===== config.mk =====
export PLATFORM = sky130hd
export DESIGN_NAME = ascii_integer_parser_unit
export DESIGN_NICKNAME = d
export VERILOG_FILES = /design/src/rtl/aip_pkg.sv /design/src/rtl/aip_classify.sv /design/src/rtl/aip_queue.sv /design/src/rtl/aip_engine.sv /design/src/rtl/ascii_integer_parser_unit.sv
export SDC_FILE = /design/constraint.sdc
export NUM_CORES = 1
export LEC_CHECK = 0
export BUFFER_PORTS_ARGS = -buffer_cell sky130_fd_sc_hd__clkbuf_2
export CAP_MARGIN = 40
export CORE_MARGIN = 8
export CORE_UTILIZATION = 30
export DETAILED_ROUTE_END_ITERATION = 6
export PLACE_DENSITY = 0.46
export SLEW_MARGIN = 10
export SYNTH_ARGS = -nofsm -noshare
export SYNTH_HDL_FRONTEND = slang
export SYNTH_HIERARCHICAL = 1
export SYNTH_SLANG_ARGS = --single-unit
export TNS_END_PERCENT = 20

===== constraint.sdc =====
create_clock -name clk_i -period 24 [get_ports clk_i]
set_input_delay 0 -clock clk_i [delete_from_list [all_inputs] [get_ports clk_i]]
set_output_delay 0 -clock clk_i [all_outputs]
set_load 0.03 [all_outputs]

===== src/rtl/aip_pkg.sv =====
package aip_pkg;

  localparam int unsigned IndexWidth = 16;
  localparam int unsigned ValueWidth = 64;
  localparam int unsigned BaseWidth  = 6;
  localparam int unsigned DigitWidth = 7;
  localparam int unsigned QueueDepth = 2;

  localparam logic [BaseWidth-1:0]  RadixReset = 6'd10;
  localparam logic [DigitWidth-1:0] DigitNone  = 7'd64;

  localparam logic [7:0] CharZero  = 8'h30;
  localparam logic [7:0] CharNine  = 8'h39;
  localparam logic [7:0] CharUpA   = 8'h41;
  localparam logic [7:0] CharUpZ   = 8'h5A;
  localparam logic [7:0] CharLowA  = 8'h61;
  localparam logic [7:0] CharLowZ  = 8'h7A;
  localparam logic [7:0] CharPlus  = 8'h2B;
  localparam logic [7:0] CharMinus = 8'h2D;
  localparam logic [7:0] CharUpX   = 8'h58;
  localparam logic [7:0] CharLowX  = 8'h78;
  localparam logic [7:0] CharSpace = 8'h20;
  localparam logic [7:0] CharTab   = 8'h09;
  localparam logic [7:0] CharCr    = 8'h0D;

  typedef struct packed {
    logic [7:0] character;
    logic       last_byte;
  } in_word_t;

  typedef struct packed {
    logic [ValueWidth-1:0] value;
    logic [IndexWidth-1:0] end_index;
    logic                  overflowed;
    logic                  digits_seen;
  } out_word_t;

  // classified byte, as held in the queue
  typedef struct packed {
    logic [DigitWidth-1:0] digit;
    logic                  is_blank;
    logic                  is_plus;
    logic                  is_minus;
    logic                  is_x;
    logic                  last;
  } cls_t;

  // finished string; value is unsigned, negate applied at the port
  typedef struct packed {
    logic [ValueWidth-1:0] value;
    logic [IndexWidth-1:0] end_index;
    logic                  overflowed;
    logic                  digits_seen;
    logic                  negate;
  } res_t;

  function automatic logic [DigitWidth-1:0] digit_of(input logic [7:0] c);
    logic [7:0] t;
    t = 8'd0;
    if (c >= CharZero && c <= CharNine) begin
      t = c - CharZero;
      return t[DigitWidth-1:0];
    end
    if (c >= CharUpA && c <= CharUpZ) begin
      t = c - CharUpA + 8'd10;
      return t[DigitWidth-1:0];
    end
    if (c >= CharLowA && c <= CharLowZ) begin
      t = c - CharLowA + 8'd10;
      return t[DigitWidth-1:0];
    end
    return DigitNone;
  endfunction

endpackage


===== src/rtl/aip_classify.sv =====
module aip_classify
  import aip_pkg::*;
(
  input  in_word_t word_i,
  output cls_t     cls_o
);

  assign cls_o.digit    = digit_of(word_i.character);
  // space, and tab through carriage return
  assign cls_o.is_blank = (word_i.character == CharSpace) ||
                          (word_i.character >= CharTab && word_i.character <= CharCr);
  assign cls_o.is_plus  = (word_i.character == CharPlus);
  assign cls_o.is_minus = (word_i.character == CharMinus);
  assign cls_o.is_x     = (word_i.character == CharLowX) || (word_i.character == CharUpX);
  assign cls_o.last     = word_i.last_byte;

endmodule


===== src/rtl/aip_queue.sv =====
module aip_queue
  import aip_pkg::*;
(
  input  logic clk_i,
  input  logic rst_ni,
  input  logic push_i,
  input  cls_t push_data_i,
  output logic full_o,
  input  logic pop_i,
  output logic valid_o,
  output cls_t pop_data_o
);

  localparam int unsigned PtrWidth = (QueueDepth > 1) ? $clog2(QueueDepth) : 1;
  localparam int unsigned CntWidth = $clog2(QueueDepth + 1);

  cls_t                mem_q [QueueDepth];
  logic [PtrWidth-1:0] wr_ptr_q, rd_ptr_q;
  logic [CntWidth-1:0] cnt_q;

  assign full_o     = (cnt_q == CntWidth'(QueueDepth));
  assign valid_o    = (cnt_q != '0);
  assign pop_data_o = mem_q[rd_ptr_q];

  always_ff @(posedge clk_i) begin
    if (push_i) begin
      mem_q[wr_ptr_q] <= push_data_i;
    end
  end

  always_ff @(posedge clk_i or negedge rst_ni) begin
    if (!rst_ni) begin
      wr_ptr_q <= '0;
      rd_ptr_q <= '0;
      cnt_q    <= '0;
    end else begin
      if (push_i) begin
        wr_ptr_q <= (wr_ptr_q == PtrWidth'(QueueDepth - 1)) ? '0 : wr_ptr_q + 1'b1;
      end
      if (pop_i) begin
        rd_ptr_q <= (rd_ptr_q == PtrWidth'(QueueDepth - 1)) ? '0 : rd_ptr_q + 1'b1;
      end
      if (push_i && !pop_i) begin
        cnt_q <= cnt_q + 1'b1;
      end else if (pop_i && !push_i) begin
        cnt_q <= cnt_q - 1'b1;
      end
    end
  end

endmodule


===== src/rtl/aip_engine.sv =====
module aip_engine
  import aip_pkg::*;
(
  input  logic                 clk_i,
  input  logic                 rst_ni,
  input  logic [BaseWidth-1:0] radix_i,
  input  logic                 q_valid_i,
  input  cls_t                 q_data_i,
  output logic                 q_pop_o,
  output logic                 res_valid_o,
  output res_t                 res_o,
  input  logic                 res_ready_i
);

  localparam logic [1:0] PhSpace  = 2'd0;
  localparam logic [1:0] PhSigned = 2'd1;
  localparam logic [1:0] PhDigits = 2'd2;
  localparam logic [1:0] PhDone   = 2'd3;

  localparam logic [1:0] DsNone = 2'd0;
  localparam logic [1:0] DsSome = 2'd1;
  localparam logic [1:0] DsOver = 2'd2;

  localparam int unsigned ProdWidth = ValueWidth + BaseWidth;

  logic [1:0]            phase_q, phase_d;
  logic                  neg_q, neg_d;
  logic [BaseWidth-1:0]  base_q, base_d;
  logic [ValueWidth-1:0] acc_q, acc_d;
  logic [1:0]            stat_q, stat_d;
  logic                  pend_q, pend_d;
  logic [IndexWidth-1:0] pos_q, pos_d;
  logic [IndexWidth-1:0] stop_q, stop_d;

  logic                  res_valid_q;
  res_t                  res_q, res_d;
  logic                  load;

  logic                  first;
  logic                  do_feed;
  logic [BaseWidth-1:0]  f_base;
  logic [1:0]            f_stat;
  logic [ProdWidth-1:0]  prod;
  logic [ProdWidth:0]    sum;
  logic                  f_stop;
  logic [1:0]            fin_stat;
  logic [IndexWidth-1:0] fin_stop;

  assign q_pop_o = q_valid_i && (!q_data_i.last || !res_valid_q || res_ready_i);
  assign load    = q_pop_o && q_data_i.last;

  assign first = (phase_q == PhSigned) ||
                 (phase_q == PhSpace && !q_data_i.is_blank &&
                  !q_data_i.is_plus && !q_data_i.is_minus);

  // one multiply-accumulate per word
  assign prod   = ProdWidth'(acc_q) * ProdWidth'(f_base);
  assign sum    = {1'b0, prod} + (ProdWidth + 1)'(q_data_i.digit);
  assign f_stop = (f_base == '0) || (q_data_i.digit >= DigitWidth'(f_base));

  always_comb begin
    phase_d  = phase_q;
    neg_d    = neg_q;
    base_d   = base_q;
    acc_d    = acc_q;
    stat_d   = stat_q;
    pend_d   = pend_q;
    pos_d    = pos_q;
    stop_d   = stop_q;
    do_feed  = 1'b0;
    f_base   = base_q;
    f_stat   = stat_q;
    fin_stat = DsNone;
    fin_stop = '0;
    res_d    = res_q;

    if (q_pop_o) begin
      if (first) begin
        phase_d = PhDigits;
        if ((radix_i == '0 || radix_i == BaseWidth'(16)) && q_data_i.digit == '0) begin
          pend_d = 1'b1;
          base_d = radix_i;
        end else begin
          f_base  = (radix_i == '0) ? BaseWidth'(10) : radix_i;
          do_feed = 1'b1;
        end
      end else if (phase_q == PhSpace && !q_data_i.is_blank) begin
        phase_d = PhSigned;
        neg_d   = q_data_i.is_minus;
      end else if (phase_q == PhDigits) begin
        if (pend_q && q_data_i.is_x) begin
          pend_d = 1'b0;
          base_d = BaseWidth'(16);
        end else if (pend_q) begin
          // held zero becomes an octal or hex digit, then this word is fed
          pend_d  = 1'b0;
          f_base  = (base_q == '0) ? BaseWidth'(8) : base_q;
          f_stat  = DsSome;
          do_feed = 1'b1;
        end else begin
          do_feed = 1'b1;
        end
      end

      if (do_feed) begin
        base_d = f_base;
        stat_d = f_stat;
        if (f_stop) begin
          stop_d  = pos_q;
          phase_d = PhDone;
        end else if (f_stat != DsOver) begin
          if (sum[ProdWidth:ValueWidth] != '0) begin
            stat_d = DsOver;
            acc_d  = '1;
          end else begin
            stat_d = DsSome;
            acc_d  = sum[ValueWidth-1:0];
          end
        end
      end

      if (pos_q != '1) begin
        pos_d = pos_q + 1'b1;
      end

      if (q_data_i.last) begin
        fin_stat = stat_d;
        fin_stop = stop_d;
        if (phase_d == PhDigits) begin
          if (pend_d) begin
            fin_stat = DsSome;
          end
          fin_stop = pos_d;
        end
        res_d.value       = (fin_stat == DsNone) ? '0 : acc_d;
        res_d.end_index   = (fin_stat == DsNone) ? '0 : fin_stop;
        res_d.overflowed  = (fin_stat == DsOver);
        res_d.digits_seen = (fin_stat != DsNone);
        res_d.negate      = (fin_stat == DsSome) && neg_d;

        phase_d = PhSpace;
        neg_d   = 1'b0;
        base_d  = '0;
        acc_d   = '0;
        stat_d  = DsNone;
        pend_d  = 1'b0;
        pos_d   = '0;
        stop_d  = '0;
      end
    end
  end

  always_ff @(posedge clk_i or negedge rst_ni) begin
    if (!rst_ni) begin
      phase_q     <= PhSpace;
      neg_q       <= 1'b0;
      base_q      <= '0;
      acc_q       <= '0;
      stat_q      <= DsNone;
      pend_q      <= 1'b0;
      pos_q       <= '0;
      stop_q      <= '0;
      res_valid_q <= 1'b0;
    end else begin
      phase_q <= phase_d;
      neg_q   <= neg_d;
      base_q  <= base_d;
      acc_q   <= acc_d;
      stat_q  <= stat_d;
      pend_q  <= pend_d;
      pos_q   <= pos_d;
      stop_q  <= stop_d;
      if (load) begin
        res_valid_q <= 1'b1;
      end else if (res_ready_i) begin
        res_valid_q <= 1'b0;
      end
    end
  end

  always_ff @(posedge clk_i) begin
    if (load) begin
      res_q <= res_d;
    end
  end

  assign res_valid_o = res_valid_q;
  assign res_o       = res_q;

endmodule


===== src/rtl/ascii_integer_parser_unit.sv =====
// ASCII integer parser, strtoull style.
// Input channel (in_valid_i/in_ready_o/in_word_i): one character per word,
// last_byte set on the final character of a string. Output channel
// (out_valid_o/out_ready_i/out_word_o): one word per string, given for the
// word marked last: value, end_index, overflowed and digits_seen.
// cfg_we_i/cfg_wdata_i write the radix (0 = detect hex, octal or decimal);
// write it only while no string is in flight.
// Throughput: one character per cycle while the output is not stalled,
// limited by the single 64 x 6 bit multiply-accumulate in the parse engine.
// A last character goes into the two-word queue; when the engine pops it,
// after the words queued ahead of it, the result register raises out_valid_o.
// A stalled output holds its word; the engine keeps consuming characters
// until it reaches the next last word, and the queue then fills and drops
// in_ready_o.
// Reset clears the queue, the parse state and out_valid_o, and sets the
// radix to 10.
module ascii_integer_parser_unit
  import aip_pkg::*;
(
  input  logic                 clk_i,
  input  logic                 rst_ni,
  input  logic                 in_valid_i,
  output logic                 in_ready_o,
  input  in_word_t             in_word_i,
  output logic                 out_valid_o,
  input  logic                 out_ready_i,
  output out_word_t            out_word_o,
  input  logic                 cfg_we_i,
  input  logic [BaseWidth-1:0] cfg_wdata_i
);

  logic [BaseWidth-1:0] radix_q;
  cls_t                 cls;
  logic                 q_full, q_valid, q_pop;
  cls_t                 q_data;
  res_t                 res;

  always_ff @(posedge clk_i or negedge rst_ni) begin
    if (!rst_ni) begin
      radix_q <= RadixReset;
    end else if (cfg_we_i) begin
      radix_q <= cfg_wdata_i;
    end
  end

  aip_classify u_classify (
    .word_i (in_word_i),
    .cls_o  (cls)
  );

  assign in_ready_o = !q_full;

  aip_queue u_queue (
    .clk_i       (clk_i),
    .rst_ni      (rst_ni),
    .push_i      (in_valid_i && !q_full),
    .push_data_i (cls),
    .full_o      (q_full),
    .pop_i       (q_pop),
    .valid_o     (q_valid),
    .pop_data_o  (q_data)
  );

  aip_engine u_engine (
    .clk_i       (clk_i),
    .rst_ni      (rst_ni),
    .radix_i     (radix_q),
    .q_valid_i   (q_valid),
    .q_data_i    (q_data),
    .q_pop_o     (q_pop),
    .res_valid_o (out_valid_o),
    .res_o       (res),
    .res_ready_i (out_ready_i)
  );

  // two's complement for a minus sign
  assign out_word_o.value       = res.negate ? ('0 - res.value) : res.value;
  assign out_word_o.end_index   = res.end_index;
  assign out_word_o.overflowed  = res.overflowed;
  assign out_word_o.digits_seen = res.digits_seen;

endmodule


## Word level (Yosys, flattened, before mapping)

Memory sizes are Yosys's and may differ from the RTL's.
Cells that the tools add are included.
Widths: inputs -> output; s select.

- Add/sub/neg operators: 12
- $mul: 1
- Magnitude comparators: 9
- Eq/ne operators: 16
- Mux-type cells: 85
- Reduce and logical (&&, ||, !) cells: 45

Operators by type and width:

| cell | number |
|---|---|
| $mux 64 | 6 |
| $mux 16 | 6 |
| $mux 6 | 16 |
| $add 70x7->71 | 1 |
| $mul 64x6->70 | 1 |
| $sub 1x64->64 const A | 1 |
| $mux 2 | 23 |
| $mux 7 | 6 |
| $mux 1 | 28 |
| $eq 8x6->1 const B | 3 |
| $logic_not 6->1 | 3 |
| $add 16x1->16 const B | 1 |
| $eq 8x7->1 const B | 2 |
| $ge 8x7->1 const B | 2 |
| $le 8x7->1 const B | 2 |
| $ne 16x16->1 const B | 1 |
| $logic_and 1x1->1 | 15 |
| $add 7x4->7 const B | 2 |
| $sub 7x7->7 const B | 2 |
| $eq 2x2->1 const B | 4 |
| $ge 8x4->1 const B | 1 |
| $ge 8x6->1 const B | 1 |
| $le 8x4->1 const B | 1 |
| $le 8x6->1 const B | 1 |
| 19 further kinds | 39 |

- Bits in registers: 202
- RAM bits: 24
- Input port bits: 20
- Output and inout bits: 84
- Logic and storage cells: 187
- Memories kept: 1

Memory list:

| memory | words | bits a word | read ports | clocked after memory_dff | wr ports | line | text |
|---|---|---|---|---|---|---|---|
| u_queue.mem_q | 2 | 12 | 1 | 0 | 1 | aip_queue.sv:17 | `cls_t mem_q [QueueDepth];` |

## Depth between registers and ports, before layout

- Word-level depth: 21
- Mapped depth: 32
- Depth with buffers taken out: 26

## Hierarchy

The synthesis kept the hierarchy.

Modules (own cells, without submodules):

| module | times used | cells each | area each (um^2) | sequential area each (um^2) |
|---|---|---|---|---|
| aip_engine | 1 | 2433 | 22505.3 | 5220.0 |
| ascii_integer_parser_unit | 1 | 217 | 1710.4 | 152.6 |
| aip_queue | 1 | 53 | 1089.8 | 820.8 |
| aip_classify | 1 | 70 | 513.0 | 0.0 |

## Worst setup path after synthesis

OpenSTA, ideal clock, no wires.

- Path kind: register to register
- From: register u_queue.rd_ptr_q
- To: register u_engine.res_q (netlist bit u_engine/res_o[22]) (data pin)
- Setup time: 0.258 ns
- Arrival time: 7.960 ns
- Data required time: 23.742 ns
- Slack: 15.782 ns
- Stages on the path, launching flop included: 28
- Path buffers: 6
- Clock period less this slack: 8.218 ns
- Path through: dfrtp_1 -> buf_6 -> mux2_4 -> nor3_1 -> o21bai_1 -> nor3_1 -> clkbuf_1 -> mux2i_1 -> clkbuf_1 -> clkbuf_1 -> nor2b_1 -> fa_1 -> fa_1 -> fa_1 -> fa_1 -> ha_1 -> o211ai_1 -> nor2_1 -> o2111ai_1 -> a2111oi_2 -> nor3_1 -> or4_1 -> a311oi_1 -> o211ai_1 -> or4_1 -> buf_2 -> clkbuf_1 -> o221a_2

RTL lines:

| what | line | text |
|---|---|---|
| start, declared | aip_queue.sv:18 | `logic [PtrWidth-1:0] wr_ptr_q, rd_ptr_q;` |
| start signal, assigned | aip_queue.sv:41 | `rd_ptr_q <= (rd_ptr_q == PtrWidth'(QueueDepth - 1)) ? '0 : rd_ptr_q + 1'b1;` |
| end signal, assigned | aip_engine.sv:183 | `res_q <= res_d;` |
| end, declared | aip_engine.sv:36 | `res_t res_q, res_d;` |

==> impl_metrics.json <==
{
  "synthDistinctLibCells": 89,
  "cp-end-kind": "flip-flop",
  "gp_congestion": 0.9361,
  "hold_path.startpoint": "in_word_i[6]",
  "grt_pass1_vias": 22712,
  "grt_max_degree": 66,
  "synth_area_leaders": "fa_1, edfxtp_1, dfrtp_1, ha_1, nor2b_1",
  "reg2reg_from": "u_queue/rd_ptr_q",
  "netSwitchingFraction_pct": 55.73,
  "layout.nets": 3241,
  "r2r_cells": 24,
  "cellLeakagePower_nw": 12.32,
  "post_cts_buffers": 0,
  "yosysTopAreaCellShare_pct": 19.62,
  "portBuffers": 103,
  "syn_nets": 3212,
  "hold_path_depth": 3,
  "core_mm2": 0.08528,
  "rsz0062_at_grt": "no",
  "clkPwrFrac_pct": 12.8,
  "critical-path-max-stage-delay_ns": 1.04,
  "antenna_found_initial": 1,
  "r2r_slack_ns": 13.19,
  "timing.max_cap.violations": 0,
  "async_flop_share_pct": 52.65,
  "synth_cells": 2773,
  "syn_area_mm2": 0.02582,
  "worstHoldEndpoint": "u_queue/mem_q[0][10]",
  "drive_above_1_share_pct": 9.773,
  "cts_buffers": 28,
  "crit_path_start_kind": "flip-flop",
  "cp_cell_sequence": "mux2_2 -> nand3b_1 -> nand2_2 -> nor3_2 -> buf_4 -> mux2i_4 -> buf_4 -> nor2b_1 -> fa_1 -> fa_1 -> fa_1 -> ha_1 -> ha_1 -> nand4_1 -> nor2_1 -> nand4_1 -> a2111oi_2 -> nor3_1 -> or4_1 -> a311oi_1 -> o211ai_1 -> or4_2 -> buf_4 -> o221a_2",
  "drcViolationCount": 0,
  "setup_violations": 0,
  "crit_slowest_cell": "or4_2",
  "drtPass1Iterations": 6,
  "h-tree-depth": 1,
  "yosys.area.top_type": "fa_1",
  "path_clk_slew_ns": 0.06,
  "power_switching_mw": 1.944,
  "hpwl_um": 63740,
  "cts_tree": "done",
  "timing.final.crit_share_pct": 45.04,
  "rows": 107,
  "final_cell_mix": "nor2b_1, fa_1, o21ai_0",
  "setup-tns-final_ns": 0,
  "status": "complete, no violations",
  "synth-edff-count": 107,
  "clkSinkCount": 226,
  "clockBufferDepth": 3,
  "final_max_slew_viol_count": 0,
  "r2r-end": "u_engine/res_o[80]",
  "slew_headroom_pct": 38.41,
  "final_util_pct": 33.72,
  "drtAntennaViolNets": 0,
  "grt_first_pass_wirelength_um": 134600,
  "synth-seq-area-share_pct": 23.99,
  "irDropWorstVdd_mv": 0.09073,
  "dieArea_mm2": 0.09570,
  "syn2layout_area_growth_pct": 11.38,
  "die_x_um": 309.4,
  "grt_util_all_layers_pct": 17.62,
  "cp_max_fo": 65,
  "max_freq_mhz": 92.50,
  "layout_commonest_cell": "nor2b_1",
  "drt-vias-per-instance": 5.434,
  "crit_family": "simple AND/OR/NAND/NOR gates",
  "power_density_mw_per_mm2": 121.3,
  "finalHoldViolCount": 0,
  "dr_total_vias": 21567,
  "comb_power_share_pct": 64.1,
  "fp.dieH_um": 309.4,
  "ys_seq_elements": 226,
  "ctsResizeCount": 0,
  "clockRootBuffer": "clkbuf_16",
  "top_level_ports": 104,
  "worst_clock_skew_ns": 0.03704,
  "period_minus_slack_ns": 10.81,
  "wl_um": 85130,
  "overflow": 0,
  "ys.flop_type": "dfrtp_1",
  "clk_latency_ns": 0.60,
  "avgSynthCellArea_um2": 9.311,
  "power.total_mw": 3.488,
  "wl_per_cell_um": 21.45,
  "cp_num_buf_inv": 3,
  "arrival_ns": 11.10,
  "drtIter0Drc": 1569,
  "min_path_type": "primary input to flip-flop",
  "pwr-share-seq_pct": 23.1,
  "hold_buffers": 26,
  "yosysWarnings": 6,
  "start_util_pct": 30.27,
  "crit_start": "u_queue/rd_ptr_q",
  "critical_path_class": "flip-flop to flip-flop",
  "cp.required_ns": 24.29,
  "worst_pin_slew_ns": 0.9238,
  "intPower_mw": 1.544
}
[power by group through the flow]
stage / Combinational (mW) / Sequential (mW) / Clock (mW)
floorplan: 1.51 / 0.740 / 0
global placement: 2.20 / 0.809 / 0
global route: 2.45 / 0.832 / 0.473
finish: 2.23 / 0.805 / 0.448
CTS: 2.24 / 0.806 / 0.462
detailed placement: 2.22 / 0.811 / 0
[area by class of cell]
class	count	area, µm²
fillers	8799	56520
diodes	1	2.502
multi-input cells	2309	18780
repair buffers	165	1111
flip-flops and latches	226	6193
inverters	72	272.8
clock inverters	18	229.0
clock buffers	34	733.2
well taps	1144	1431
[cell usage after synthesis, types with 29 or more instances]
cell / count
fa_1: 253
edfxtp_1: 107
o21ai_0: 223
nor2b_1: 317
a211oi_1: 42
inv_1: 71
a21o_1: 29
and2_1: 68
nor3_1: 61
xnor2_1: 103
a21oi_1: 160
nand3_1: 40
ha_1: 166
nand2_1: 179
nand4_1: 37
o31ai_1: 35
clkbuf_1: 127
dfrtp_1: 117
nor2_1: 189
[cell families (layout without fill, tap and decap cells)]
family / Yosys count / in the layout / synth area share (%)
adders and majority gates: 419 / 419 / 27.66
xor gates and xnor gates: 129 / 129 / 4.376
muxes: 28 / 28 / 1.313
DFF: 226 / 226 / 23.99
other: 0 / 1 / 0
AOI/OAI and AO/OA: 710 / 710 / 17.86
and+or+nand+nor: 1023 / 1023 / 21.10
buffers and inverters: 238 / 289 / 3.702
[state kept, by name (all words and copies together) (netlist names), 2 cells and up]
register	count
u_engine/base_q	6
radix_q	6
u_queue/cnt_q	2
u_engine/res_o	83
u_queue/mem_q	24
u_engine/pos_q	16
u_engine/phase_q	2
u_engine/stop_q	16
u_engine/acc_q	64
u_engine/stat_q	2
[worst register-to-register path, delay by kind of cell (launching register included)]
kind / cells / cell delay [ns]
and+or+nand+nor: 10 / 3.42
adders and majority gates: 5 / 2.34
buffers and inverters: 3 / 1.44
muxes: 2 / 0.90
DFF: 1 / 0.77
AOI/OAI and AO/OA: 4 / 1.63
[per-layer routing]
| metal | global-route usage, % | wire [µm] |
|---|---|---|
| met1 | 23.95 | 38490 |
| met2 | 28.02 | 37590 |
| met3 | 4.226 | 6490 |
| met4 | 4.743 | 2558 |
| met5 | 0 | 0 |
[worst max path at each step]
stage / end / depth (start not counted) / slack [ns]
3_5_place_dp: u_engine/res_o[74] / 24 / 13.33
4_1_cts: u_engine/res_o[80] / 24 / 13.28
3_3_place_gp: u_engine/res_o[74] / 24 / 13.42
6_report: u_engine/res_o[80] / 24 / 13.19
2_1_floorplan: u_engine/res_o[22] / 27 / 15.78
5_1_grt: u_engine/res_o[67] / 24 / 12.79
[stage by stage]
stage / setup WS [ns] / std cells / hold WS, ns / cell area (µm²)
2_1_floorplan: 15.78 / 2773 / -0.2956 / 25820
3_3_place_gp: 13.42 / 3882 / 0.07356 / 27410
3_5_place_dp: 13.33 / 3888 / 0.02651 / 27480
4_1_cts: 13.28 / 3966 / 0.01898 / 28700
5_1_grt: 12.79 / 3968 / 0.07212 / 28750
6_report: 13.19 / 3969 / 0.04934 / 28760
Power figures use the tool's default switching activity.
